===== src/sv/dpf_pkg.sv =====
// shared types, constants, fixed-point helpers and the step program
`default_nettype none
package dpf_pkg;

  localparam int FRAC_BITS_DEF   = 48;
  localparam int COUNT_WIDTH_DEF = 32;

  typedef logic [63:0] word_t;

  typedef struct packed {
    logic [63:0] val;
    logic        ovf;
  } res_t;

  typedef enum logic [2:0] {
    OP_ADD,
    OP_SUB,
    OP_MUL,
    OP_DIV,
    OP_SQRT
  } opc_t;

  typedef struct packed {
    opc_t       opc;
    logic [4:0] dst;
    logic [5:0] a;
    logic [5:0] b;
    logic       last;
  } op_t;

  // configuration register indexes
  localparam logic [2:0] CFG_STEP  = 3'd0;
  localparam logic [2:0] CFG_COEFF = 3'd1;
  localparam logic [2:0] CFG_INIT0 = 3'd2;

  localparam logic [48:0] STEP_RESET  = 49'd28147497671;
  localparam logic [62:0] COEFF_RESET = 63'd800542981262776730;
  localparam logic [63:0] INIT_RESET [6] = '{64'd562949953421312, 64'd0, 64'd0,
                                              64'd0, 64'd0, 64'd0};

  localparam logic [63:0] POS_MAX = {1'b0, {63{1'b1}}};
  localparam logic [63:0] NEG_MIN = {1'b1, {63{1'b0}}};

  // register file slots
  localparam int R_POS = 0;
  localparam int R_VEL = 3;
  localparam int R_PM  = 6;
  localparam int R_VM  = 9;
  localparam int R_ACC = 12;
  localparam int R_XX  = 15;
  localparam int R_YY  = 16;
  localparam int R_ZZ  = 17;
  localparam int R_R2  = 18;
  localparam int R_R   = 19;
  localparam int R_AMP = 20;
  localparam int R_PP  = 21;
  localparam int R_YZ  = 22;
  localparam int R_XZ  = 23;
  localparam int R_T0  = 24;
  localparam int R_T1  = 25;
  localparam int R_T2  = 26;
  localparam int R_T3  = 27;

  // operand sources beyond the register file
  localparam int S_ZERO = 32;
  localparam int S_H    = 33;
  localparam int S_HALF = 34;
  localparam int S_K    = 35;
  localparam int S_INIT = 36;

  localparam logic [6:0] PC_RESTART = 7'd0;
  localparam logic [6:0] PC_STEP    = 7'd6;

  function automatic logic [63:0] magn(input logic [63:0] a);
    return a[63] ? (64'd0 - a) : a;
  endfunction

  function automatic res_t saturate(input logic neg, input logic [127:0] m);
    res_t r;
    logic [63:0] lim;
    lim = neg ? NEG_MIN : POS_MAX;
    if (m > {64'd0, lim}) begin
      r.val = lim;
      r.ovf = 1'b1;
    end else begin
      r.val = neg ? (64'd0 - m[63:0]) : m[63:0];
      r.ovf = 1'b0;
    end
    return r;
  endfunction

  function automatic res_t q_add(input logic [63:0] a, input logic [63:0] b);
    res_t r;
    logic [63:0] s;
    s = a + b;
    r.ovf = (a[63] == b[63]) && (s[63] != a[63]);
    r.val = r.ovf ? (a[63] ? NEG_MIN : POS_MAX) : s;
    return r;
  endfunction

  function automatic res_t q_sub(input logic [63:0] a, input logic [63:0] b);
    res_t r;
    logic [63:0] d;
    d = a - b;
    r.ovf = (a[63] != b[63]) && (d[63] != a[63]);
    r.val = r.ovf ? (a[63] ? NEG_MIN : POS_MAX) : d;
    return r;
  endfunction

  function automatic op_t mk(input opc_t opc, input int dst, input int a, input int b,
                             input logic last);
    op_t o;
    o.opc  = opc;
    o.dst  = 5'(dst);
    o.a    = 6'(a);
    o.b    = 6'(b);
    o.last = last;
    return o;
  endfunction

  // field acceleration at point pb with velocity vb into the acc slots
  function automatic op_t field_op(input int k, input int pb, input int vb);
    op_t o;
    case (k)
      0:  o = mk(OP_MUL, R_XX, pb, pb, 1'b0);
      1:  o = mk(OP_MUL, R_YY, pb + 1, pb + 1, 1'b0);
      2:  o = mk(OP_MUL, R_ZZ, pb + 2, pb + 2, 1'b0);
      3:  o = mk(OP_ADD, R_T0, R_XX, R_YY, 1'b0);
      4:  o = mk(OP_ADD, R_R2, R_T0, R_ZZ, 1'b0);
      5:  o = mk(OP_SQRT, R_R, R_R2, R_R2, 1'b0);
      6:  o = mk(OP_DIV, R_T0, S_K, R_R2, 1'b0);
      7:  o = mk(OP_DIV, R_T0, R_T0, R_R2, 1'b0);
      8:  o = mk(OP_DIV, R_AMP, R_T0, R_R, 1'b0);
      9:  o = mk(OP_ADD, R_T0, R_ZZ, R_ZZ, 1'b0);
      10: o = mk(OP_SUB, R_T0, R_T0, R_XX, 1'b0);
      11: o = mk(OP_SUB, R_PP, R_T0, R_YY, 1'b0);
      12: o = mk(OP_MUL, R_YZ, pb + 1, pb + 2, 1'b0);
      13: o = mk(OP_MUL, R_XZ, pb, pb + 2, 1'b0);
      14: o = mk(OP_MUL, R_T0, vb + 1, R_PP, 1'b0);
      15: o = mk(OP_MUL, R_T1, vb + 2, R_YZ, 1'b0);
      16: o = mk(OP_ADD, R_T2, R_T1, R_T1, 1'b0);
      17: o = mk(OP_ADD, R_T1, R_T2, R_T1, 1'b0);
      18: o = mk(OP_SUB, R_T0, R_T0, R_T1, 1'b0);
      19: o = mk(OP_MUL, R_T1, vb, R_PP, 1'b0);
      20: o = mk(OP_MUL, R_T2, vb + 2, R_XZ, 1'b0);
      21: o = mk(OP_ADD, R_T3, R_T2, R_T2, 1'b0);
      22: o = mk(OP_ADD, R_T2, R_T3, R_T2, 1'b0);
      23: o = mk(OP_SUB, R_T1, R_T1, R_T2, 1'b0);
      24: o = mk(OP_MUL, R_T2, vb, R_YZ, 1'b0);
      25: o = mk(OP_MUL, R_T3, vb + 1, R_XZ, 1'b0);
      26: o = mk(OP_SUB, R_T2, R_T2, R_T3, 1'b0);
      27: o = mk(OP_ADD, R_T3, R_T2, R_T2, 1'b0);
      28: o = mk(OP_ADD, R_T2, R_T3, R_T2, 1'b0);
      29: o = mk(OP_MUL, R_T3, R_AMP, R_T0, 1'b0);
      30: o = mk(OP_SUB, R_ACC, S_ZERO, R_T3, 1'b0);
      31: o = mk(OP_MUL, R_ACC + 1, R_AMP, R_T1, 1'b0);
      32: o = mk(OP_MUL, R_T3, R_AMP, R_T2, 1'b0);
      default: o = mk(OP_SUB, R_ACC + 2, S_ZERO, R_T3, 1'b0);
    endcase
    return o;
  endfunction

  // midpoint update (second = 0) or full update (second = 1)
  function automatic op_t upd_op(input int s, input logic second, input logic last);
    op_t o;
    int i;
    int hs;
    i  = s / 4;
    hs = second ? S_H : S_HALF;
    case (s % 4)
      0: o = mk(OP_MUL, R_T0, hs, R_ACC + i, 1'b0);
      1: o = mk(OP_ADD, second ? R_VEL + i : R_VM + i, R_VEL + i, R_T0, 1'b0);
      2: o = mk(OP_MUL, R_T0, hs, second ? R_VM + i : R_VEL + i, 1'b0);
      default: o = mk(OP_ADD, second ? R_POS + i : R_PM + i, R_POS + i, R_T0, last);
    endcase
    return o;
  endfunction

  function automatic op_t prog(input logic [6:0] pc);
    int p;
    op_t o;
    p = int'(pc);
    if (p < 6) begin
      o = mk(OP_ADD, R_POS + p, S_INIT + p, S_ZERO, p == 5);
    end else if (p < 40) begin
      o = field_op(p - 6, R_POS, R_VEL);
    end else if (p < 52) begin
      o = upd_op(p - 40, 1'b0, 1'b0);
    end else if (p < 86) begin
      o = field_op(p - 52, R_PM, R_VM);
    end else begin
      o = upd_op(p - 86, 1'b1, p == 97);
    end
    return o;
  endfunction

endpackage
`default_nettype wire


===== src/sv/dpf_mul.sv =====
// fixed-point multiplier, four 32x32 partial products then shift and saturate
`default_nettype none
module dpf_mul #(
  parameter int FRAC_BITS = dpf_pkg::FRAC_BITS_DEF
) (
  input  wire logic         clk,
  input  wire logic         rst,
  input  wire logic         start,
  input  wire logic [63:0]  a,
  input  wire logic [63:0]  b,
  output logic              done,
  output dpf_pkg::res_t     res
);

  logic [63:0]  am;
  logic [63:0]  bm;
  logic         neg;
  logic [127:0] acc;
  logic [2:0]   cnt;
  logic         busy;
  logic [63:0]  pp;
  logic [6:0]   sh;

  always_comb begin
    pp = am[{cnt[0], 5'b0} +: 32] * bm[{cnt[1], 5'b0} +: 32];
    sh = {cnt[0] & cnt[1], cnt[0] ^ cnt[1], 5'b0};
  end

  always_ff @(posedge clk) begin
    if (rst) begin
      busy <= 1'b0;
      done <= 1'b0;
      cnt  <= 3'd0;
    end else begin
      done <= 1'b0;
      if (start) begin
        am   <= dpf_pkg::magn(a);
        bm   <= dpf_pkg::magn(b);
        neg  <= a[63] ^ b[63];
        acc  <= 128'd0;
        cnt  <= 3'd0;
        busy <= 1'b1;
      end else if (busy) begin
        if (cnt != 3'd4) begin
          acc <= acc + ({64'd0, pp} << sh);
          cnt <= cnt + 3'd1;
        end else begin
          res  <= dpf_pkg::saturate(neg, acc >> FRAC_BITS);
          done <= 1'b1;
          busy <= 1'b0;
        end
      end
    end
  end

endmodule
`default_nettype wire


===== config.mk =====
export PLATFORM = sky130hd
export DESIGN_NAME = dpf_mul
export DESIGN_NICKNAME = d
export VERILOG_FILES = /design/src/sv/dpf_pkg.sv /design/src/sv/dpf_mul.sv
export SDC_FILE = /design/constraint.sdc
export NUM_CORES = 2
export LEC_CHECK = 0
export BUFFER_PORTS_ARGS = -buffer_cell sky130_fd_sc_hd__buf_2
export CORE_UTILIZATION = 55
export CTS_CLUSTER_SIZE = 30
export DETAILED_ROUTE_END_ITERATION = 10
export PLACE_DENSITY = 0.72
export REMOVE_ABC_BUFFERS = 1
export SETUP_SLACK_MARGIN = 0.05
export SLEW_MARGIN = 10
export SYNTH_ARGS = -nofsm -noshare
export SYNTH_HDL_FRONTEND = slang
export SYNTH_SLANG_ARGS = --single-unit

===== constraint.sdc =====
create_clock -name clk -period 31.7 [get_ports clk]
set_input_delay 1.585 -clock clk [delete_from_list [all_inputs] [get_ports clk]]
set_output_delay 1.585 -clock clk [all_outputs]
set_load 0.05 [all_outputs]

==> summary.md <==
| Metric | Value |
|---|---|
| Status | finished, final reports clean |
| Hold Slack | 599 ps |
| Worst-path fanout max | 48 |
| Die Area | 0.111 sq mm |
| Clk sinks | approximately 330 |
| Final period util | 0.469 |
| Clk_skew | 28.0 ps |
| Max cap viols | 0 |
| Most common cell on crit path | fa_1 |
| Least-Margin Pin Slew | 1270 ps |
| Ys async rst share | 0 |
| First-pass GRT wire length | 316,000 um |
| Critical path type | flop to flop |
| DRC viols | 0 |
| DRT antenna net count | 0 |
| CTS H-tree depth | 2 |
| Startpoint types | flop |
| Vias in the first global route | roughly 51,000 |
| Resize count post-CTS | 0 |
| Req. time, crit path | 32,090 ps |
| Number of synthesis warnings | 0 |
| Min Tclk post-route | ~15,000 ps |
| Row Count | 120 |
| DR pass1 iterations | 9 |
| Via count | 52,300 |
| Vias per cell | 6.28 |
| RSZ-0062 raised after global routing | false |
| TritonCTS Buffers | 43 |
| I/O Pins | about 200 |
| Port Buf Inserts | 196 |
| #FFs+latches synth | 327 |
| Pins Over Slew Limit | 0 |
| Distinct cells, synth | between 80 and 90 |
| Multi-input combinational cell area | 0.0456 sq mm |
| Hold EP | cnt[2] |
| Storage element area | between 0.009 and 0.01 sq mm |
| Post-DP Area | 0.0625 sq mm |
| Hold Path Class | flop to flop |
| Most frequent cells in the layout | inv_1, nor2_1, fa_1 |
| Endpoints failing setup | 0 |
| FF-to-FF setup slack | 16,840 ps |
| CTS root buffer | clkbuf_16 |
| Initial DRC count | 5,921 |
| Setup TNS | 0 ps |
| Die H | 333 um |
| Mean Syn Cell Area | around 8.7 sq um |
| Cells on Worst Hold Path | 2 |
| Synth-to-Final Area Change | 6.37% |
| CTS clock-pin slew for the worst setup and hold paths | about 60 ps |
| Die span in x | 333 um |
| Initial antenna violation count | 7 |
| GRT overflow | 0 |
| Synth Flop Type | edfxtp_1 |
| Hold Fails Final Rpt | 0 |
| Filler Cell Count | between 9,000 and 10,000 |
| Worst R2R End | acc[118] |
| Reg2reg path depth | 38 |
| Detailed placement HPWL | 165,000 um |
| Worst r2r src | cnt[1] |
| Fin area | between 0.06 and 0.07 sq mm |
| Max Freq | 0.0673 GHz |
| Relative slew slack | 0.145 |
| Clk_lat worst skew | approximately 650 ps |
| Mapped cell area | 0.0602 sq mm |
| WP data arrival | 15,250 ps |
| Final WL | 211,000 um |
| Post-synth EDFFs | 322 |
| CP max stage delay | 990 ps |
| Core Box Area | between 0.1 and 0.15 sq mm |
| Layout cells sized above 1 | 0.0766 |
| Commonest non-fill, non-tap cell in the layout | inv_1 |
| Global-route usage over all layers | 0.380 |
| Fin util | 0.594 |
| Layout Nets | 8,372 |
| Hold_buf cts | 0 |
| Routability cong. | about 1.0 |
| WL/cell | 25.3 um |
| Nature of the critical path endpoint | flop |
| Slowest stage cell, crit path | mux2_1 |
| CTS tree | done |
| Largest net degree at the start of global routing | 81 |
| Worst hold start | cnt[2] |
| Initial Utilization | 0.558 |
| Clk buf depth | 3 |
| Seq/Total Area, Yosys | 0.162 |
| Setup bufs post-CTS | 0 |
| Post-synthesis cell count | between 6,000 and 7,000 |
[metal layers]
metal,GRT usage,wire [um],vias to the layer above
li1,-,-,22700
met1,0.535,84200,25900
met2,0.539,87000,3118
met3,0.117,28800,574
met4,0.161,10400,6
met5,0,31,-
[worst max path at each step]
stage / start / to / slack, ps / depth (start not counted)
floorplan: cnt[1] / acc[110] / 18530 / 36
global placement: cnt[0] / acc[118] / 17330 / 37
detailed placement: cnt[0] / acc[118] / 17340 / 37
CTS: cnt[0] / acc[118] / 17300 / 37
global route: cnt[1] / acc[118] / 16550 / 38
finish: cnt[1] / acc[118] / 16840 / 38
[logic make-up (layout without fill, tap and decap cells)]
family                     Yosys count  after routing  synth area share
other                                0              3                 0
buffers and inverters             1353           1360            0.0844
xor gates and xnor gates           290            290            0.0425
muxes                              178            178            0.0314
DFF                                327            327             0.162
AOI/OAI and AO/OA                 1086           1086             0.116
and+or+nand+nor                   2322           2322             0.170
adders and majority gates         1356           1356             0.394
[flip-flops by register name (all words and copies together), names as in the netlist]
register	flops
done	1
busy	1
cnt	3
acc	128
am	64
res	65
neg	1
bm	64
[cell usage after synthesis (all sizes together), types with 58 or more instances]
master  number  share of area
fa         897           0.30
mux2i       91          0.015
nand3       61         0.0051
nor3       101         0.0086
o21ai      214          0.018
xor2        66         0.0096
nor2       974          0.061
mux2        87          0.016
nand4      108          0.011
ha         459          0.095
clkbuf     331          0.021
o31ai       58         0.0076
a21oi      332          0.028
edfxtp     322           0.16
nand2      742          0.046
xnor2      223          0.032
a21o       107          0.013
inv       1000          0.062
[area by class of cell]
| type | instances | share of cell area |
|---|---|---|
| multi-input cells | 5232 | 0.712 |
| repair buffers | 281 | 0.0253 |
| flip-flops and latches | 327 | 0.153 |
| clock buffers | 48 | 0.0171 |
| inverters | 1000 | 0.0587 |
| well taps | 1403 | 0.0274 |
| clock inverters | 31 | 0.00657 |
| diodes | 3 | 0.000117 |
[per-stage QoR]
stage	worst slack, ps	cells
floorplan	18530	6559
global route	16550	8322
finish	16840	8325
global placement	17330	8243
detailed placement	17340	8243
CTS	17300	8322
[worst max-delay path: cells and delay by family (launching register included)]
family / cells / cell delay [ps]
simple gates: 6 / 1600
compound gates: 14 / 5240
flops: 1 / 500
buf+inv: 6 / 1000
mux: 2 / 1370
fa+ha+maj: 10 / 4830
Power is left out: the tool's default activity adds up to more than one toggle a clock period on the data nets, which glitch-free logic cannot reach.
