<file path="config.mk">
export PLATFORM = sky130hd
export DESIGN_NAME = dpf_sqrt
export DESIGN_NICKNAME = d
export VERILOG_FILES = /design/src/sv/dpf_pkg.sv /design/src/sv/dpf_sqrt.sv
export SDC_FILE = /design/constraint.sdc
export NUM_CORES = 1
export LEC_CHECK = 0
export CORE_MARGIN = 5
export CORE_UTILIZATION = 45
export DETAILED_ROUTE_END_ITERATION = 12
export DONT_BUFFER_PORTS = 1
export PLACE_DENSITY_LB_ADDON = 0.25
export SLEW_MARGIN = 15
export SYNTH_ARGS = -nofsm -noshare
export SYNTH_HDL_FRONTEND = slang
export SYNTH_SLANG_ARGS = --single-unit
</file>
<file path="constraint.sdc">
create_clock -name clk -period 22.7 [get_ports clk]
set_clock_uncertainty 0.15 [all_clocks]
set_input_delay 1.135 -clock clk [delete_from_list [all_inputs] [get_ports clk]]
set_output_delay 1.135 -clock clk [all_outputs]
set_load 0.005 [all_outputs]
</file>
<file path="src/sv/dpf_pkg.sv">
// shared types, constants, fixed-point helpers and the step program
`default_nettype none
package dpf_pkg;

  localparam int FRAC_BITS_DEF   = 48;
  localparam int COUNT_WIDTH_DEF = 32;

  typedef logic [63:0] word_t;

  typedef struct packed {
    logic [63:0] val;
    logic        ovf;
  } res_t;

  typedef enum logic [2:0] {
    OP_ADD,
    OP_SUB,
    OP_MUL,
    OP_DIV,
    OP_SQRT
  } opc_t;

  typedef struct packed {
    opc_t       opc;
    logic [4:0] dst;
    logic [5:0] a;
    logic [5:0] b;
    logic       last;
  } op_t;

  // configuration register indexes
  localparam logic [2:0] CFG_STEP  = 3'd0;
  localparam logic [2:0] CFG_COEFF = 3'd1;
  localparam logic [2:0] CFG_INIT0 = 3'd2;

  localparam logic [48:0] STEP_RESET  = 49'd28147497671;
  localparam logic [62:0] COEFF_RESET = 63'd800542981262776730;
  localparam logic [63:0] INIT_RESET [6] = '{64'd562949953421312, 64'd0, 64'd0,
                                              64'd0, 64'd0, 64'd0};

  localparam logic [63:0] POS_MAX = {1'b0, {63{1'b1}}};
  localparam logic [63:0] NEG_MIN = {1'b1, {63{1'b0}}};

  // register file slots
  localparam int R_POS = 0;
  localparam int R_VEL = 3;
  localparam int R_PM  = 6;
  localparam int R_VM  = 9;
  localparam int R_ACC = 12;
  localparam int R_XX  = 15;
  localparam int R_YY  = 16;
  localparam int R_ZZ  = 17;
  localparam int R_R2  = 18;
  localparam int R_R   = 19;
  localparam int R_AMP = 20;
  localparam int R_PP  = 21;
  localparam int R_YZ  = 22;
  localparam int R_XZ  = 23;
  localparam int R_T0  = 24;
  localparam int R_T1  = 25;
  localparam int R_T2  = 26;
  localparam int R_T3  = 27;

  // operand sources beyond the register file
  localparam int S_ZERO = 32;
  localparam int S_H    = 33;
  localparam int S_HALF = 34;
  localparam int S_K    = 35;
  localparam int S_INIT = 36;

  localparam logic [6:0] PC_RESTART = 7'd0;
  localparam logic [6:0] PC_STEP    = 7'd6;

  function automatic logic [63:0] magn(input logic [63:0] a);
    return a[63] ? (64'd0 - a) : a;
  endfunction

  function automatic res_t saturate(input logic neg, input logic [127:0] m);
    res_t r;
    logic [63:0] lim;
    lim = neg ? NEG_MIN : POS_MAX;
    if (m > {64'd0, lim}) begin
      r.val = lim;
      r.ovf = 1'b1;
    end else begin
      r.val = neg ? (64'd0 - m[63:0]) : m[63:0];
      r.ovf = 1'b0;
    end
    return r;
  endfunction

  function automatic res_t q_add(input logic [63:0] a, input logic [63:0] b);
    res_t r;
    logic [63:0] s;
    s = a + b;
    r.ovf = (a[63] == b[63]) && (s[63] != a[63]);
    r.val = r.ovf ? (a[63] ? NEG_MIN : POS_MAX) : s;
    return r;
  endfunction

  function automatic res_t q_sub(input logic [63:0] a, input logic [63:0] b);
    res_t r;
    logic [63:0] d;
    d = a - b;
    r.ovf = (a[63] != b[63]) && (d[63] != a[63]);
    r.val = r.ovf ? (a[63] ? NEG_MIN : POS_MAX) : d;
    return r;
  endfunction

  function automatic op_t mk(input opc_t opc, input int dst, input int a, input int b,
                             input logic last);
    op_t o;
    o.opc  = opc;
    o.dst  = 5'(dst);
    o.a    = 6'(a);
    o.b    = 6'(b);
    o.last = last;
    return o;
  endfunction

  // field acceleration at point pb with velocity vb into the acc slots
  function automatic op_t field_op(input int k, input int pb, input int vb);
    op_t o;
    case (k)
      0:  o = mk(OP_MUL, R_XX, pb, pb, 1'b0);
      1:  o = mk(OP_MUL, R_YY, pb + 1, pb + 1, 1'b0);
      2:  o = mk(OP_MUL, R_ZZ, pb + 2, pb + 2, 1'b0);
      3:  o = mk(OP_ADD, R_T0, R_XX, R_YY, 1'b0);
      4:  o = mk(OP_ADD, R_R2, R_T0, R_ZZ, 1'b0);
      5:  o = mk(OP_SQRT, R_R, R_R2, R_R2, 1'b0);
      6:  o = mk(OP_DIV, R_T0, S_K, R_R2, 1'b0);
      7:  o = mk(OP_DIV, R_T0, R_T0, R_R2, 1'b0);
      8:  o = mk(OP_DIV, R_AMP, R_T0, R_R, 1'b0);
      9:  o = mk(OP_ADD, R_T0, R_ZZ, R_ZZ, 1'b0);
      10: o = mk(OP_SUB, R_T0, R_T0, R_XX, 1'b0);
      11: o = mk(OP_SUB, R_PP, R_T0, R_YY, 1'b0);
      12: o = mk(OP_MUL, R_YZ, pb + 1, pb + 2, 1'b0);
      13: o = mk(OP_MUL, R_XZ, pb, pb + 2, 1'b0);
      14: o = mk(OP_MUL, R_T0, vb + 1, R_PP, 1'b0);
      15: o = mk(OP_MUL, R_T1, vb + 2, R_YZ, 1'b0);
      16: o = mk(OP_ADD, R_T2, R_T1, R_T1, 1'b0);
      17: o = mk(OP_ADD, R_T1, R_T2, R_T1, 1'b0);
      18: o = mk(OP_SUB, R_T0, R_T0, R_T1, 1'b0);
      19: o = mk(OP_MUL, R_T1, vb, R_PP, 1'b0);
      20: o = mk(OP_MUL, R_T2, vb + 2, R_XZ, 1'b0);
      21: o = mk(OP_ADD, R_T3, R_T2, R_T2, 1'b0);
      22: o = mk(OP_ADD, R_T2, R_T3, R_T2, 1'b0);
      23: o = mk(OP_SUB, R_T1, R_T1, R_T2, 1'b0);
      24: o = mk(OP_MUL, R_T2, vb, R_YZ, 1'b0);
      25: o = mk(OP_MUL, R_T3, vb + 1, R_XZ, 1'b0);
      26: o = mk(OP_SUB, R_T2, R_T2, R_T3, 1'b0);
      27: o = mk(OP_ADD, R_T3, R_T2, R_T2, 1'b0);
      28: o = mk(OP_ADD, R_T2, R_T3, R_T2, 1'b0);
      29: o = mk(OP_MUL, R_T3, R_AMP, R_T0, 1'b0);
      30: o = mk(OP_SUB, R_ACC, S_ZERO, R_T3, 1'b0);
      31: o = mk(OP_MUL, R_ACC + 1, R_AMP, R_T1, 1'b0);
      32: o = mk(OP_MUL, R_T3, R_AMP, R_T2, 1'b0);
      default: o = mk(OP_SUB, R_ACC + 2, S_ZERO, R_T3, 1'b0);
    endcase
    return o;
  endfunction

  // midpoint update (second = 0) or full update (second = 1)
  function automatic op_t upd_op(input int s, input logic second, input logic last);
    op_t o;
    int i;
    int hs;
    i  = s / 4;
    hs = second ? S_H : S_HALF;
    case (s % 4)
      0: o = mk(OP_MUL, R_T0, hs, R_ACC + i, 1'b0);
      1: o = mk(OP_ADD, second ? R_VEL + i : R_VM + i, R_VEL + i, R_T0, 1'b0);
      2: o = mk(OP_MUL, R_T0, hs, second ? R_VM + i : R_VEL + i, 1'b0);
      default: o = mk(OP_ADD, second ? R_POS + i : R_PM + i, R_POS + i, R_T0, last);
    endcase
    return o;
  endfunction

  function automatic op_t prog(input logic [6:0] pc);
    int p;
    op_t o;
    p = int'(pc);
    if (p < 6) begin
      o = mk(OP_ADD, R_POS + p, S_INIT + p, S_ZERO, p == 5);
    end else if (p < 40) begin
      o = field_op(p - 6, R_POS, R_VEL);
    end else if (p < 52) begin
      o = upd_op(p - 40, 1'b0, 1'b0);
    end else if (p < 86) begin
      o = field_op(p - 52, R_PM, R_VM);
    end else begin
      o = upd_op(p - 86, 1'b1, p == 97);
    end
    return o;
  endfunction

endpackage
`default_nettype wire

</file>
<file path="src/sv/dpf_sqrt.sv">
// digit-by-digit square root of the operand scaled up by the fraction bits
`default_nettype none
module dpf_sqrt #(
  parameter int FRAC_BITS = dpf_pkg::FRAC_BITS_DEF
) (
  input  wire logic         clk,
  input  wire logic         rst,
  input  wire logic         start,
  input  wire logic [63:0]  a,
  output logic              done,
  output dpf_pkg::res_t     res
);

  localparam int W  = 64 + FRAC_BITS;
  localparam int W2 = W + (W % 2);
  localparam int IT = W2 / 2;
  localparam int CW = $clog2(IT + 1);

  logic [W2-1:0] rad;
  logic [IT:0]   rem;
  logic [IT-1:0] root;
  logic          busy;
  logic [CW-1:0] cnt;
  logic [IT+2:0] rem_sh;
  logic [IT+2:0] trial;
  logic [IT+2:0] diff;
  logic          ge;

  always_comb begin
    rem_sh = {rem, rad[W2-1 -: 2]};
    trial  = {1'b0, root, 2'b01};
    diff   = rem_sh - trial;
    ge     = rem_sh >= trial;
  end

  always_ff @(posedge clk) begin
    if (rst) begin
      busy <= 1'b0;
      done <= 1'b0;
      cnt  <= '0;
    end else begin
      done <= 1'b0;
      if (start) begin
        rad  <= W2'({a, {FRAC_BITS{1'b0}}});
        rem  <= '0;
        root <= '0;
        cnt  <= '0;
        busy <= 1'b1;
      end else if (busy) begin
        if (cnt != CW'(IT)) begin
          rem  <= ge ? diff[IT:0] : rem_sh[IT:0];
          root <= {root[IT-2:0], ge};
          rad  <= {rad[W2-3:0], 2'b00};
          cnt  <= cnt + 1'b1;
        end else begin
          res.val <= 64'(root);
          res.ovf <= 1'b0;
          done    <= 1'b1;
          busy    <= 1'b0;
        end
      end
    end
  end

endmodule
`default_nettype wire

</file>
==> impl_metrics.ini <==
[die]
die_x_um = 180.1
die_h_um = 180.1
rows = 62
initial_core_util = 0.4548
ios = 133
dieArea_um2 = 32430
coreArea_um2 = 28630

[pwr]
powerDensity_nw_per_um2 = 84.56
leakage_nw = 5.501
power_mw = 1.192
ir_drop_mv = 0.05947

[critical_path]
cp_max_fo = 36
cp_num_cells = 13
slowest_delay_ns = 0.62
end_kind = flip-flop
r2r_start = root[3]
cpLargestDelayFamily = compound AO/OA/AOI/OAI gates
r2r-end = rem[24]
crit_arrival_ns = 4.54
timing_worst_setup_path_type = flip-flop to flip-flop
crit_chain = inv_1, ha_1, nand3_1, a21oi_2, o31ai_1, a2111o_1, a211oi_2, o31ai_2, o21ai_4, a21bo_2, buf_4, mux2i_1, nor2_1
worstPathRequired_ns = 22.84
rrSetupSlack_ns = 18.30
startpoint_type = flip-flop
cp_slowest_cell = buf_4
cp_num_buf_inv = 2
ff2ff_path_depth = 13

[job]
cap_viol_max_count = 0

[final_layout]
finalCoreUtilization = 0.4927
layout_common_cells = edfxtp_1 (233), nor2_1 (147), inv_1 (73)
num-nets-final = 1238
fillers = 2548
layout_commonest_cell = edfxtp_1
drive_gt1_frac = 0.1071
syn2layout_area_growth_pct = 8.313

[timing]
setup_viol = 0
min_period_ns = 4.399
setup_tns_ns = 0
maxSlewViolCount = 0
tightest_slew_ns = 1.171
fin_ws_ns = 18.30
finalCritPeriodShare = 0.1938
hold_ws_ns = 0.2971
fmax_ghz = 0.2273
finalHoldViolations = 0
rsz0062_at_grt = no
slew_headroom = 0.2193

[route]
post-route-drc-count = 0
routed_wl_um = 26730
drtAntennaViolNets = 0
wl_per_cell_um = 17.62
vias = 8282
drt_first_pass_iters = 5
viasPerCell = 5.459
drt_iter0_drc = 626

[placement]
place_ws_ns = 18.35
gp_congestion = 0.8867
port_buffers = 0
dp_hpwl_um = 18450

[clock_network]
clock_latency_ns = 0.54
post_cts_buffers = 0
postCtsHoldBufs = 0
path_clk_slew_ns = 0.06
cts_tree = yes
cts_max_path_buffers = 3
h-tree-depth = 1
root_buffer = clkbuf_16
cts_made_buffers = 27
cts.sinks = 241
ctsResizeCount = 0

[synthesis]
synthFlopType = edfxtp_1
yosys_register_bits = 241
syn-cell-area_um2 = 13020
synth-edff-count = 233
synth_cells = 1134
synth_warnings = 0
syn_area_per_cell_um2 = 11.48
yosysSeqAreaShare = 0.5497
async_flop_share = 0
yosysUniqueCellTypes = 68

[min_path]
min_to = res[31]
holdPathStages = 0
hp-start = root[30]
hold_path_class = flip-flop to flip-flop

[global_route]
grt_start_max_net_pins = 181
antenna_found_initial = 8
groute.usage.overall = 0.1590
grt_pass1_vias = 8312
grt_overflow = 0
grt_pass1_wl_um = 43260

[status]
run_status = complete, no violations
## cells by family after synthesis
| kind of cell | count (synthesis) | synth area share |
|---|---|---|
| xor gates and xnor gates | 53 | 0.03565 |
| muxes | 110 | 0.09062 |
| AOI/OAI and AO/OA | 220 | 0.1134 |
| DFF | 241 | 0.5497 |
| buffers and inverters | 137 | 0.04603 |
| other | 1 | 0.0002880 |
| adders and majority gates | 60 | 0.05766 |
| and+or+nand+nor | 312 | 0.1067 |
## where the power goes
group / leakage [nW] / total (mW) / internal [mW] / switching (mW)
combinational: 2.81 / 0.241 / 0.101 / 0.140
sequential: 2.29 / 0.536 / 0.524 / 0.0121
clock: 0.404 / 0.415 / 0.240 / 0.175
total: 5.50 / 1.19 / 0.866 / 0.327
## worst max path at each step
stage / endpoint / startpoint
after global placement: rem[46] / rem[4]
final: rem[24] / root[3]
after CTS: rem[24] / rem[14]
after global routing: rem[5] / root[14]
after detailed placement: rem[24] / root[3]
after floorplan: rad[100] / start
## per-layer routing
| metal | part of all wire | wire (um) | global-route usage | up-vias |
|---|---|---|---|---|
| met5 | 0.0022 | 60 | 0 | - |
| met4 | 0.030 | 795 | 0.04204 | 10 |
| met3 | 0.080 | 2127 | 0.06015 | 59 |
| met2 | 0.43 | 11620 | 0.2459 | 218 |
| met1 | 0.45 | 12120 | 0.2124 | 3925 |
| li1 | - | - | - | 4070 |
## stage by stage
stage,area (um2),cells
after floorplan,13050,1142
after CTS,14090,1514
final,14100,1517
after detailed placement,13260,1466
after global placement,13260,1466
after global routing,14100,1516
## worst reg2reg max path: stages (launching register included)
cell and delay (ns):
edfxtp_1 0.34, inv_1 0.07, ha_1 0.41, nand3_1 0.14, a21oi_2 0.18, o31ai_1 0.14, a2111o_1 0.45, a211oi_2 0.39
o31ai_2 0.14, o21ai_4 0.23, a21bo_2 0.54, buf_4 0.62, mux2i_1 0.30, nor2_1 0.05
## Yosys cell counts, types with 14 or more instances
cell      number  area [um2]
mux2_2        63       709.4
o21ai_0       31       155.2
a21o_1        40       300.3
xor2_1        21       183.9
a21oi_1       70       350.3
ha_1          60       750.7
inv_1         73       274.0
nor3_1        14       70.07
nand2_1       65       244.0
nor2_1       148       555.5
nand3_1       18       90.09
clkbuf_1      42       157.7
xnor2_1       32       280.3
mux2i_1       47       470.5
edfxtp_1     233        6997
nand4_1       20       125.1
## flip-flops by register name, summed over array words and instances (netlist names)
signal,cells
rem,57
done,1
root,56
res,56
cnt,6
busy,1
rad,64
## cell type report
class,count,area (um2),share of cell area
sequential,241,7157,0.5075
multi-input combinational,764,5306,0.3763
clock buffer,31,690.7,0.04898
tap,384,480.5,0.03407
inverter,73,274.0,0.01943
clock inverter,17,143.9,0.01020
timing repair buffer,4,42.54,0.003017
antenna,3,7.507,0.0005323
Note: power is estimated with default switching activity, not from simulation.
