**src/sv/dpf_pkg.sv**
```systemverilog
// shared types, constants, fixed-point helpers and the step program
`default_nettype none
package dpf_pkg;

  localparam int FRAC_BITS_DEF   = 48;
  localparam int COUNT_WIDTH_DEF = 32;

  typedef logic [63:0] word_t;

  typedef struct packed {
    logic [63:0] val;
    logic        ovf;
  } res_t;

  typedef enum logic [2:0] {
    OP_ADD,
    OP_SUB,
    OP_MUL,
    OP_DIV,
    OP_SQRT
  } opc_t;

  typedef struct packed {
    opc_t       opc;
    logic [4:0] dst;
    logic [5:0] a;
    logic [5:0] b;
    logic       last;
  } op_t;

  // configuration register indexes
  localparam logic [2:0] CFG_STEP  = 3'd0;
  localparam logic [2:0] CFG_COEFF = 3'd1;
  localparam logic [2:0] CFG_INIT0 = 3'd2;

  localparam logic [48:0] STEP_RESET  = 49'd28147497671;
  localparam logic [62:0] COEFF_RESET = 63'd800542981262776730;
  localparam logic [63:0] INIT_RESET [6] = '{64'd562949953421312, 64'd0, 64'd0,
                                              64'd0, 64'd0, 64'd0};

  localparam logic [63:0] POS_MAX = {1'b0, {63{1'b1}}};
  localparam logic [63:0] NEG_MIN = {1'b1, {63{1'b0}}};

  // register file slots
  localparam int R_POS = 0;
  localparam int R_VEL = 3;
  localparam int R_PM  = 6;
  localparam int R_VM  = 9;
  localparam int R_ACC = 12;
  localparam int R_XX  = 15;
  localparam int R_YY  = 16;
  localparam int R_ZZ  = 17;
  localparam int R_R2  = 18;
  localparam int R_R   = 19;
  localparam int R_AMP = 20;
  localparam int R_PP  = 21;
  localparam int R_YZ  = 22;
  localparam int R_XZ  = 23;
  localparam int R_T0  = 24;
  localparam int R_T1  = 25;
  localparam int R_T2  = 26;
  localparam int R_T3  = 27;

  // operand sources beyond the register file
  localparam int S_ZERO = 32;
  localparam int S_H    = 33;
  localparam int S_HALF = 34;
  localparam int S_K    = 35;
  localparam int S_INIT = 36;

  localparam logic [6:0] PC_RESTART = 7'd0;
  localparam logic [6:0] PC_STEP    = 7'd6;

  function automatic logic [63:0] magn(input logic [63:0] a);
    return a[63] ? (64'd0 - a) : a;
  endfunction

  function automatic res_t saturate(input logic neg, input logic [127:0] m);
    res_t r;
    logic [63:0] lim;
    lim = neg ? NEG_MIN : POS_MAX;
    if (m > {64'd0, lim}) begin
      r.val = lim;
      r.ovf = 1'b1;
    end else begin
      r.val = neg ? (64'd0 - m[63:0]) : m[63:0];
      r.ovf = 1'b0;
    end
    return r;
  endfunction

  function automatic res_t q_add(input logic [63:0] a, input logic [63:0] b);
    res_t r;
    logic [63:0] s;
    s = a + b;
    r.ovf = (a[63] == b[63]) && (s[63] != a[63]);
    r.val = r.ovf ? (a[63] ? NEG_MIN : POS_MAX) : s;
    return r;
  endfunction

  function automatic res_t q_sub(input logic [63:0] a, input logic [63:0] b);
    res_t r;
    logic [63:0] d;
    d = a - b;
    r.ovf = (a[63] != b[63]) && (d[63] != a[63]);
    r.val = r.ovf ? (a[63] ? NEG_MIN : POS_MAX) : d;
    return r;
  endfunction

  function automatic op_t mk(input opc_t opc, input int dst, input int a, input int b,
                             input logic last);
    op_t o;
    o.opc  = opc;
    o.dst  = 5'(dst);
    o.a    = 6'(a);
    o.b    = 6'(b);
    o.last = last;
    return o;
  endfunction

  // field acceleration at point pb with velocity vb into the acc slots
  function automatic op_t field_op(input int k, input int pb, input int vb);
    op_t o;
    case (k)
      0:  o = mk(OP_MUL, R_XX, pb, pb, 1'b0);
      1:  o = mk(OP_MUL, R_YY, pb + 1, pb + 1, 1'b0);
      2:  o = mk(OP_MUL, R_ZZ, pb + 2, pb + 2, 1'b0);
      3:  o = mk(OP_ADD, R_T0, R_XX, R_YY, 1'b0);
      4:  o = mk(OP_ADD, R_R2, R_T0, R_ZZ, 1'b0);
      5:  o = mk(OP_SQRT, R_R, R_R2, R_R2, 1'b0);
      6:  o = mk(OP_DIV, R_T0, S_K, R_R2, 1'b0);
      7:  o = mk(OP_DIV, R_T0, R_T0, R_R2, 1'b0);
      8:  o = mk(OP_DIV, R_AMP, R_T0, R_R, 1'b0);
      9:  o = mk(OP_ADD, R_T0, R_ZZ, R_ZZ, 1'b0);
      10: o = mk(OP_SUB, R_T0, R_T0, R_XX, 1'b0);
      11: o = mk(OP_SUB, R_PP, R_T0, R_YY, 1'b0);
      12: o = mk(OP_MUL, R_YZ, pb + 1, pb + 2, 1'b0);
      13: o = mk(OP_MUL, R_XZ, pb, pb + 2, 1'b0);
      14: o = mk(OP_MUL, R_T0, vb + 1, R_PP, 1'b0);
      15: o = mk(OP_MUL, R_T1, vb + 2, R_YZ, 1'b0);
      16: o = mk(OP_ADD, R_T2, R_T1, R_T1, 1'b0);
      17: o = mk(OP_ADD, R_T1, R_T2, R_T1, 1'b0);
      18: o = mk(OP_SUB, R_T0, R_T0, R_T1, 1'b0);
      19: o = mk(OP_MUL, R_T1, vb, R_PP, 1'b0);
      20: o = mk(OP_MUL, R_T2, vb + 2, R_XZ, 1'b0);
      21: o = mk(OP_ADD, R_T3, R_T2, R_T2, 1'b0);
      22: o = mk(OP_ADD, R_T2, R_T3, R_T2, 1'b0);
      23: o = mk(OP_SUB, R_T1, R_T1, R_T2, 1'b0);
      24: o = mk(OP_MUL, R_T2, vb, R_YZ, 1'b0);
      25: o = mk(OP_MUL, R_T3, vb + 1, R_XZ, 1'b0);
      26: o = mk(OP_SUB, R_T2, R_T2, R_T3, 1'b0);
      27: o = mk(OP_ADD, R_T3, R_T2, R_T2, 1'b0);
      28: o = mk(OP_ADD, R_T2, R_T3, R_T2, 1'b0);
      29: o = mk(OP_MUL, R_T3, R_AMP, R_T0, 1'b0);
      30: o = mk(OP_SUB, R_ACC, S_ZERO, R_T3, 1'b0);
      31: o = mk(OP_MUL, R_ACC + 1, R_AMP, R_T1, 1'b0);
      32: o = mk(OP_MUL, R_T3, R_AMP, R_T2, 1'b0);
      default: o = mk(OP_SUB, R_ACC + 2, S_ZERO, R_T3, 1'b0);
    endcase
    return o;
  endfunction

  // midpoint update (second = 0) or full update (second = 1)
  function automatic op_t upd_op(input int s, input logic second, input logic last);
    op_t o;
    int i;
    int hs;
    i  = s / 4;
    hs = second ? S_H : S_HALF;
    case (s % 4)
      0: o = mk(OP_MUL, R_T0, hs, R_ACC + i, 1'b0);
      1: o = mk(OP_ADD, second ? R_VEL + i : R_VM + i, R_VEL + i, R_T0, 1'b0);
      2: o = mk(OP_MUL, R_T0, hs, second ? R_VM + i : R_VEL + i, 1'b0);
      default: o = mk(OP_ADD, second ? R_POS + i : R_PM + i, R_POS + i, R_T0, last);
    endcase
    return o;
  endfunction

  function automatic op_t prog(input logic [6:0] pc);
    int p;
    op_t o;
    p = int'(pc);
    if (p < 6) begin
      o = mk(OP_ADD, R_POS + p, S_INIT + p, S_ZERO, p == 5);
    end else if (p < 40) begin
      o = field_op(p - 6, R_POS, R_VEL);
    end else if (p < 52) begin
      o = upd_op(p - 40, 1'b0, 1'b0);
    end else if (p < 86) begin
      o = field_op(p - 52, R_PM, R_VM);
    end else begin
      o = upd_op(p - 86, 1'b1, p == 97);
    end
    return o;
  endfunction

endpackage
`default_nettype wire

```
**src/sv/dpf_div.sv**
```systemverilog
// restoring divider, one quotient bit per cycle, saturating
`default_nettype none
module dpf_div #(
  parameter int FRAC_BITS = dpf_pkg::FRAC_BITS_DEF
) (
  input  wire logic         clk,
  input  wire logic         rst,
  input  wire logic         start,
  input  wire logic [63:0]  a,
  input  wire logic [63:0]  b,
  output logic              done,
  output dpf_pkg::res_t     res
);

  localparam int N  = 64 + FRAC_BITS;
  localparam int CW = $clog2(N + 1);

  logic [N-1:0]  num;
  logic [N-1:0]  q;
  logic [63:0]   d;
  logic [63:0]   rem;
  logic          neg;
  logic          zero;
  logic          busy;
  logic [CW-1:0] cnt;
  logic [64:0]   rem_sh;
  logic [64:0]   diff;
  logic          ge;

  always_comb begin
    rem_sh = {rem, num[N-1]};
    diff   = rem_sh - {1'b0, d};
    ge     = rem_sh >= {1'b0, d};
  end

  always_ff @(posedge clk) begin
    if (rst) begin
      busy <= 1'b0;
      done <= 1'b0;
      cnt  <= '0;
    end else begin
      done <= 1'b0;
      if (start) begin
        num  <= {dpf_pkg::magn(a), {FRAC_BITS{1'b0}}};
        d    <= dpf_pkg::magn(b);
        q    <= '0;
        rem  <= 64'd0;
        neg  <= a[63] ^ b[63];
        zero <= (b == 64'd0);
        cnt  <= '0;
        busy <= 1'b1;
      end else if (busy) begin
        if (zero) begin
          res.val <= neg ? dpf_pkg::NEG_MIN : dpf_pkg::POS_MAX;
          res.ovf <= 1'b1;
          done    <= 1'b1;
          busy    <= 1'b0;
        end else if (cnt != CW'(N)) begin
          rem <= ge ? diff[63:0] : rem_sh[63:0];
          q   <= {q[N-2:0], ge};
          num <= {num[N-2:0], 1'b0};
          cnt <= cnt + 1'b1;
        end else begin
          res  <= dpf_pkg::saturate(neg, 128'(q));
          done <= 1'b1;
          busy <= 1'b0;
        end
      end
    end
  end

endmodule
`default_nettype wire

```
**config.mk**
```make
export PLATFORM = sky130hd
export DESIGN_NAME = dpf_div
export DESIGN_NICKNAME = d
export VERILOG_FILES = /design/src/sv/dpf_pkg.sv /design/src/sv/dpf_div.sv
export SDC_FILE = /design/constraint.sdc
export NUM_CORES = 1
export LEC_CHECK = 0
export BUFFER_PORTS_ARGS = -buffer_cell sky130_fd_sc_hd__clkbuf_2
export CORE_AREA = 2 2 234 236
export DETAILED_ROUTE_END_ITERATION = 7
export DIE_AREA = 0 0 236 238
export PLACE_DENSITY_LB_ADDON = 0.15
export SKIP_LAST_GASP = 1
export SLEW_MARGIN = 20
export SYNTH_ARGS = -nofsm -noshare
export SYNTH_HDL_FRONTEND = slang
export SYNTH_SLANG_ARGS = --single-unit
```
**constraint.sdc**
```tcl
create_clock -name clk -period 24.5 [get_ports clk]
set_input_delay 1.225 -clock clk [delete_from_list [all_inputs] [get_ports clk]]
set_output_delay 1.225 -clock clk [all_outputs]
set_load 0.02 [all_outputs]
```
==> metrics, run 1 <==
Most Frequent Cell on Critical Path buf_4; peak supply drop 0.0501 mV; Setup violations, final 0; Slew @ Worst Pin 1.07 ns; min-delay src busy; clock skew 0.0357 ns; Mapped Cells 2387; wire length of the first global-routing pass 95900 µm; max cap viols 0; Fin Setup TNS 0 ns; row cnt 85; HPWL Detailed 41500 µm; Crit path buffers/inverters 5; R2R cell count 16; RSZ-0062 raised after global routing no; number of synthesized flops with an enable pin 371; Num CTS Buffers 45; number of global-route vias before repair 18495; worst-path fanout max 60; register area share after synthesis 0.474; Synth Warn # 0; grt total ovfl 0; worst rel slew slack 0.284; Longest Clk Path Bufs 3; Hold Path Depth 1; Post-Route WL 59400 µm; worst reg2reg path startpoint neg; worst path arrival time 5.20 ns; Startpoint Class register; critical path endpoint category register; area of the multi-input gates 11800 µm²; Iteration-0 DRC Markers 1488; Period minus WS final 4.75 ns; die area 56200 µm²; postcts setup bufs 0; Synth Flop Type edfxtp_1; core area 53500 µm²; # resized after CTS 0; via count 18828; filler instances 4933; CTS tree done; largest net degree at the start of global routing 177; antenna violations before repair 3; Critical R2R Capture res[16]; DIE HEIGHT 238 µm; share of cells above drive strength 1 0.125; leakage 10.3 nW; number of synthesized register bits 380; Setup Crit Path Kind register to register; Vias/cell 5.76; # hold bufs at CTS 0; Slowest cell on crit path nor2_4; total track usage 0.208; GP Congestion 0.885; FF-to-FF setup slack 19.75 ns; Detail Route Antenna Nets 0; Net Count, Synth 2652; Pwr Total 1.76 mW; Starting Density 0.446; PwrDens 65.1 nW/µm²; ys async rst share 0; Synth cell types 70; total clock sinks 380; drt drc 0; port bufs 196; area growth from synthesis to layout 12.9%; Nets 2800; Tcrit/Tclk final 0.194; Ports 197; max incr delay on CP 0.59 ns; dpl cells 3184; FMAX 211 MHz; H-tree Lvls 2; Avg Inst Size Synth 10.0 µm²; fin. max-slew vios 0; clock root buffer clkbuf_16; Storage cell area 11300 µm²; Worst Hold Path EP done; Worst-path clk slew 0.06 ns; cell area after synthesis 23900 µm²; Clock Latency Late Sink 0.59 ns; WL/cell 18.2 µm; CP Cell Sequence buf_4 -> buf_4 -> ha_1 -> nor2b_1 -> o21a_1 -> o21ai_0 -> a21oi_1 -> o31ai_1 -> a21oi_1 -> a2111o_1 -> a21oi_4 -> inv_1 -> buf_4 -> nor2_4 -> buf_16 -> a221o_1; drt first pass iters 7; cell class contributing the biggest share of worst-path delay buffers and inverters; DIE WIDTH 236 µm; Min-Delay Path Class register to register; fin cells 3266; required time of the critical path 24.95 ns; status complete, no violations; Fin. Hold Viols 0
## cells in the mapped netlist (3+ instances only)
| master | n | area [µm²] |
|---|---|---|
| and2_1 | 9 | 56.3 |
| buf_1 | 5 | 18.8 |
| xor2_1 | 86 | 753 |
| or3_1 | 34 | 213 |
| o211ai_1 | 10 | 75.1 |
| a211oi_1 | 25 | 188 |
| dfxtp_1 | 9 | 180 |
| clkbuf_1 | 99 | 372 |
| nor2b_1 | 128 | 801 |
| nor2_1 | 200 | 751 |
| o21ai_0 | 122 | 611 |
| or4_1 | 19 | 143 |
| a31o_2 | 5 | 43.8 |
| xnor2_1 | 98 | 858 |
| o21a_1 | 13 | 97.6 |
| nor4_1 | 37 | 231 |
| edfxtp_1 | 371 | 11100 |
| inv_1 | 95 | 357 |
| nand3_1 | 36 | 180 |
| a31oi_1 | 12 | 75.1 |
| mux2_2 | 3 | 33.8 |
| nor3_1 | 53 | 265 |
| o2111ai_1 | 3 | 26.3 |
| a21oi_1 | 210 | 1050 |
| nand4_1 | 44 | 275 |
| ha_1 | 133 | 1660 |
| or4_4 | 4 | 45.0 |
| nand2_1 | 194 | 728 |
| and3_1 | 22 | 138 |
| a21o_1 | 86 | 646 |
| buf_2 | 10 | 50.1 |
| o221ai_1 | 8 | 70.1 |
| o31ai_1 | 38 | 285 |
| a21boi_0 | 6 | 45.0 |
| a211o_1 | 5 | 43.8 |
| o41ai_1 | 16 | 140 |
| nand2b_1 | 17 | 106 |
| a221o_1 | 51 | 510 |
| o21bai_1 | 10 | 75.1 |
| nor3b_1 | 6 | 45.0 |
| or2_2 | 15 | 93.8 |
## worst reg2reg max path: cells and delay by family, from the launching register on
kind	cells	cell delay (ns)
AO/OA/AOI/OAI	8	1.57
AND/OR/NAND/NOR	2	0.74
adder cells (fa/ha/maj)	1	0.35
flip-flops	1	0.32
buffers and inverters	5	1.65
## stage by stage
stage,area [µm²],utilization,worst slack (ns),hold slack [ns]
6_report,27000,0.504,19.75,0.506
5_1_grt,27000,0.504,19.43,0.535
4_1_cts,26900,0.504,19.75,0.512
3_5_place_dp,25500,0.478,19.68,0.501
3_3_place_gp,25500,0.477,19.57,0.493
2_1_floorplan,23900,-,11.63,0.470
## flip-flops by register name, indices dropped and copies added, names as in the netlist
signal	flops
rem	64
done	1
res	65
cnt	7
num	64
zero	1
neg	1
busy	1
q	112
d	64
## cell type report
type | instances | area share
diodes | 3 | 0.000279
clock buffers | 66 | 0.0486
clock inverters | 13 | 0.00325
inverters | 96 | 0.0134
multi-input cells | 1797 | 0.438
flip-flops and latches | 380 | 0.420
well taps | 696 | 0.0323
repair buffers | 215 | 0.0437
## where the power goes
group	internal (mW)	switching [mW]	leakage, nW
combinational	0.133	0.196	6.06
sequential	0.763	0.0219	3.57
clock	0.371	0.271	0.680
## logic make-up after synthesis
family | count (synthesis) | share of synthesized area
AOI/OAI and AO/OA | 640 | 0.175
xor gates and xnor gates | 184 | 0.0675
adders and majority gates | 134 | 0.0705
buffers and inverters | 210 | 0.0335
DFF | 380 | 0.474
muxes | 5 | 0.00225
and+or+nand+nor | 834 | 0.177
## placed cells by master (no fill, tap or decap), types with 17 or more instances in the layout
cell type	count
a221o_1	51
nor3_1	53
or4_1	19
clkbuf_16	49
nand4_1	44
xnor2_1	98
xor2_1	86
nor2b_1	127
inv_1	95
clkbuf_2	195
a21oi_1	209
a211oi_1	25
nand2_1	194
o31ai_1	38
a21o_1	86
nor4_1	37
or3_1	34
and3_1	22
o21ai_0	122
nand3_1	36
nor2_1	197
ha_1	133
nand2b_1	17
edfxtp_1	371
## worst max path at each step
stage | start | endpoint | slack (ns) | depth (start not counted)
floorplan | start | num[100] | 11.63 | 5
global placement | neg | res[37] | 19.57 | 15
detailed placement | b[13] | d[61] | 19.68 | 10
CTS | neg | res[16] | 19.75 | 16
global route | neg | res[10] | 19.43 | 16
finish | neg | res[16] | 19.75 | 16
## routing by layer
| metal | vias up | GRT usage | part of all wire |
|---|---|---|---|
| met2 | 524 | 0.349 | 0.48 |
| met3 | 109 | 0.0256 | 0.045 |
| met4 | 0 | 0.0820 | 0.030 |
| met5 | - | 0 | 0 |
| met1 | 9005 | 0.276 | 0.44 |
| li1 | 9190 | - | - |
Note: power is estimated with default switching activity, not from simulation.
==> run 2, diff against run 1 <==
==> constraint.sdc (replaced) <==
create_clock -name clk -period 4.42 [get_ports clk]
set_input_delay 0.221 -clock clk [delete_from_list [all_inputs] [get_ports clk]]
set_output_delay 0.221 -clock clk [all_outputs]
set_load 0.02 [all_outputs]
==> run 2 against run 1 <==
Compared with the run above:
- global-route usage increased by 0.40 points
- utilization grew 1.6 points
- combinational power increased to 5.8 times the previous value
- register-to-register slack lost 19 ns
- largest power group unchanged
- critical endpoint is now res[61]
- critical path depth decreased by 5
- critical path type unchanged
- design area up 3.1%
- die area did not move
- wire length increased by 1.7%
==> metrics, run 2 (synthesis results as in run 1) <==
Min Hold Slack 0.0361 ns (was 0.506 ns); grt total ovfl 0 (unchanged); H-tree Lvls 2 (unchanged); dpl cells 3202 (was 3184); crit path from q[0] (was neg); max cap viols 0 (unchanged); Nets 2880 (was 2800); WL/cell 18.1 µm (was 18.2 µm); DIE WIDTH 236 µm (unchanged); postcts setup bufs 0 (unchanged); most flop-heavy register q (unchanged); Fin. Hold Viols 0 (unchanged); largest net degree at the start of global routing 135 (was 177); total track usage 0.212 (was 0.208); clock skew 0.0394 ns (was 0.0357 ns); FMAX 244 MHz (was 211 MHz); GP Congestion 0.882 (was 0.885); Setup violations, final 0 (unchanged); Min-Delay Path Class primary input to register (was register to register); row cnt 85 (unchanged); drt drc 0 (unchanged); area growth from synthesis to layout 16.4% (was 12.9%); Ports 197 (unchanged); worst rel slew slack 0.320 (was 0.284); port bufs 196 (unchanged); Clock Latency Late Sink 0.60 ns (was 0.59 ns); number of global-route vias before repair 18806 (was 18495); fin cells 3343 (was 3266); die area 56200 µm² (unchanged); Critical Path End res[61] (was res[16]); filler instances 4790 (was 4933); Startpoint Class register (unchanged); core area 53500 µm² (unchanged); CTS tree done (unchanged); Post-Route WL 60500 µm (was 59400 µm); max reg flops 112 (unchanged); biggest regs q (112), res (65) (unchanged); Final Worst Setup Slack 0.317 ns (was 19.75 ns); most frequent cells in the layout edfxtp_1 (371), a21oi_1 (209), clkbuf_2 (195) (was edfxtp_1 (371), a21oi_1 (209), nor2_1 (197)); Critical R2R Capture res[61] (was res[16]); Pwr Total 9.84 mW (was 1.76 mW); status complete, no violations (unchanged); FF-to-FF setup slack 0.32 ns (was 19.75 ns); drt first pass iters 5 (was 7); final core utilization 0.519 (was 0.504); peak supply drop 0.309 mV (was 0.0501 mV); total clock sinks 380 (unchanged); worst reg2reg path startpoint q[0] (was neg); share of cells above drive strength 1 0.134 (was 0.125); clock root buffer clkbuf_16 (unchanged); Starting Density 0.446 (unchanged); Worst-path clk slew 0.06 ns (about the same); Fin Setup TNS 0 ns (unchanged); fin. max-slew vios 0 (unchanged); Tcrit/Tclk final 0.928 (was 0.194); required time of the critical path 4.71 ns (was 24.95 ns); HPWL Detailed 42200 µm (was 41500 µm); Setup Crit Path Kind register to register (unchanged); worst-path fanout max 7 (was 60); area of the multi-input gates 11900 µm² (was 11800 µm²); R2R cell count 11 (was 16); via count 19107 (was 18828); Num CTS Buffers 45 (unchanged); leakage 10.7 nW (was 10.3 nW); antenna violations before repair 1 (was 3); wire length of the first global-routing pass 97800 µm (was 95900 µm); Longest Clk Path Bufs 3 (unchanged); Detail Route Antenna Nets 0 (unchanged); RSZ-0062 raised after global routing no (unchanged); Iteration-0 DRC Markers 1393 (was 1488); Slew @ Worst Pin 1.01 ns (was 1.07 ns); placed instance area 25800 µm² (was 25500 µm²); design area 27800 µm² (was 27000 µm²); commonest non-fill, non-tap cell in the layout edfxtp_1 (unchanged); Storage cell area 11300 µm² (about the same); critical path endpoint category register (unchanged); pre-CTS WS 0.285 ns (was 19.68 ns); worst path arrival time 4.39 ns (was 5.20 ns); DIE HEIGHT 238 µm (unchanged); Vias/cell 5.72 (was 5.76); PwrDens 354 nW/µm² (was 65.1 nW/µm²); Period minus WS final 4.10 ns (was 4.75 ns)
## run 2: changes by cell type in the layout (fill, tap and decap cells not counted), sizes merged
cell and delta:
buf +18, a21boi +1, bufinv +3, diode -2
inv +2, clkinv +1, dlygate4sd3 +61, clkinvlp +1
clkbuf -8
## run 2: worst min path at each step
stage	startpoint	to	slack, ns	depth (start not counted)
finish	b[4]	d[4]	0.04	2
global route	b[4]	d[4]	0.0009	2
CTS	b[52]	d[52]	0.007	2
detailed placement	cnt[6]	cnt[6]	0.50	2
global placement	cnt[6]	cnt[6]	0.50	2
floorplan	rst	busy	0.29	1
## run 2: repair_timing
item                       in CTS  in global routing
hold buffers                   61                  0
setup endpoints to repair       0                  2
hold endpoints to repair       61                  0
resized for setup               0                  2
## run 2: worst max-delay path, cell delays in order, from the launching register on
cell,delay (ns)
edfxtp_1,0.45
inv_1,0.14
ha_1,0.27
or4b_1,0.55
or3_1,0.47
or2_2,0.39
or3_1,0.39
or3_1,0.42
o41ai_4,0.34
nand4_1,0.15
o211ai_1,0.11
a21oi_1,0.12
## run 2: final cells by class
cell class,count,area share
inverter,96,0.0130
clock buffer,58,0.0423
antenna,1,0.0000900
clock inverter,20,0.00725
sequential,380,0.407
timing repair buffer,294,0.0703
tap,696,0.0313
multi-input combinational,1798,0.428
## run 2: power by group
part | total (mW) | switching (mW) | internal, mW
clock | 3.59 | 1.53 | 2.06
combinational | 1.90 | 1.11 | 0.793
sequential | 4.35 | 0.123 | 4.23
## run 2: layer usage
metal,vias to the layer above,share of wire,global-route usage
met5,-,0,0
met4,0,0.025,0.0618
met3,114,0.042,0.0292
met2,474,0.48,0.364
met1,9162,0.45,0.281
li1,9357,-,-
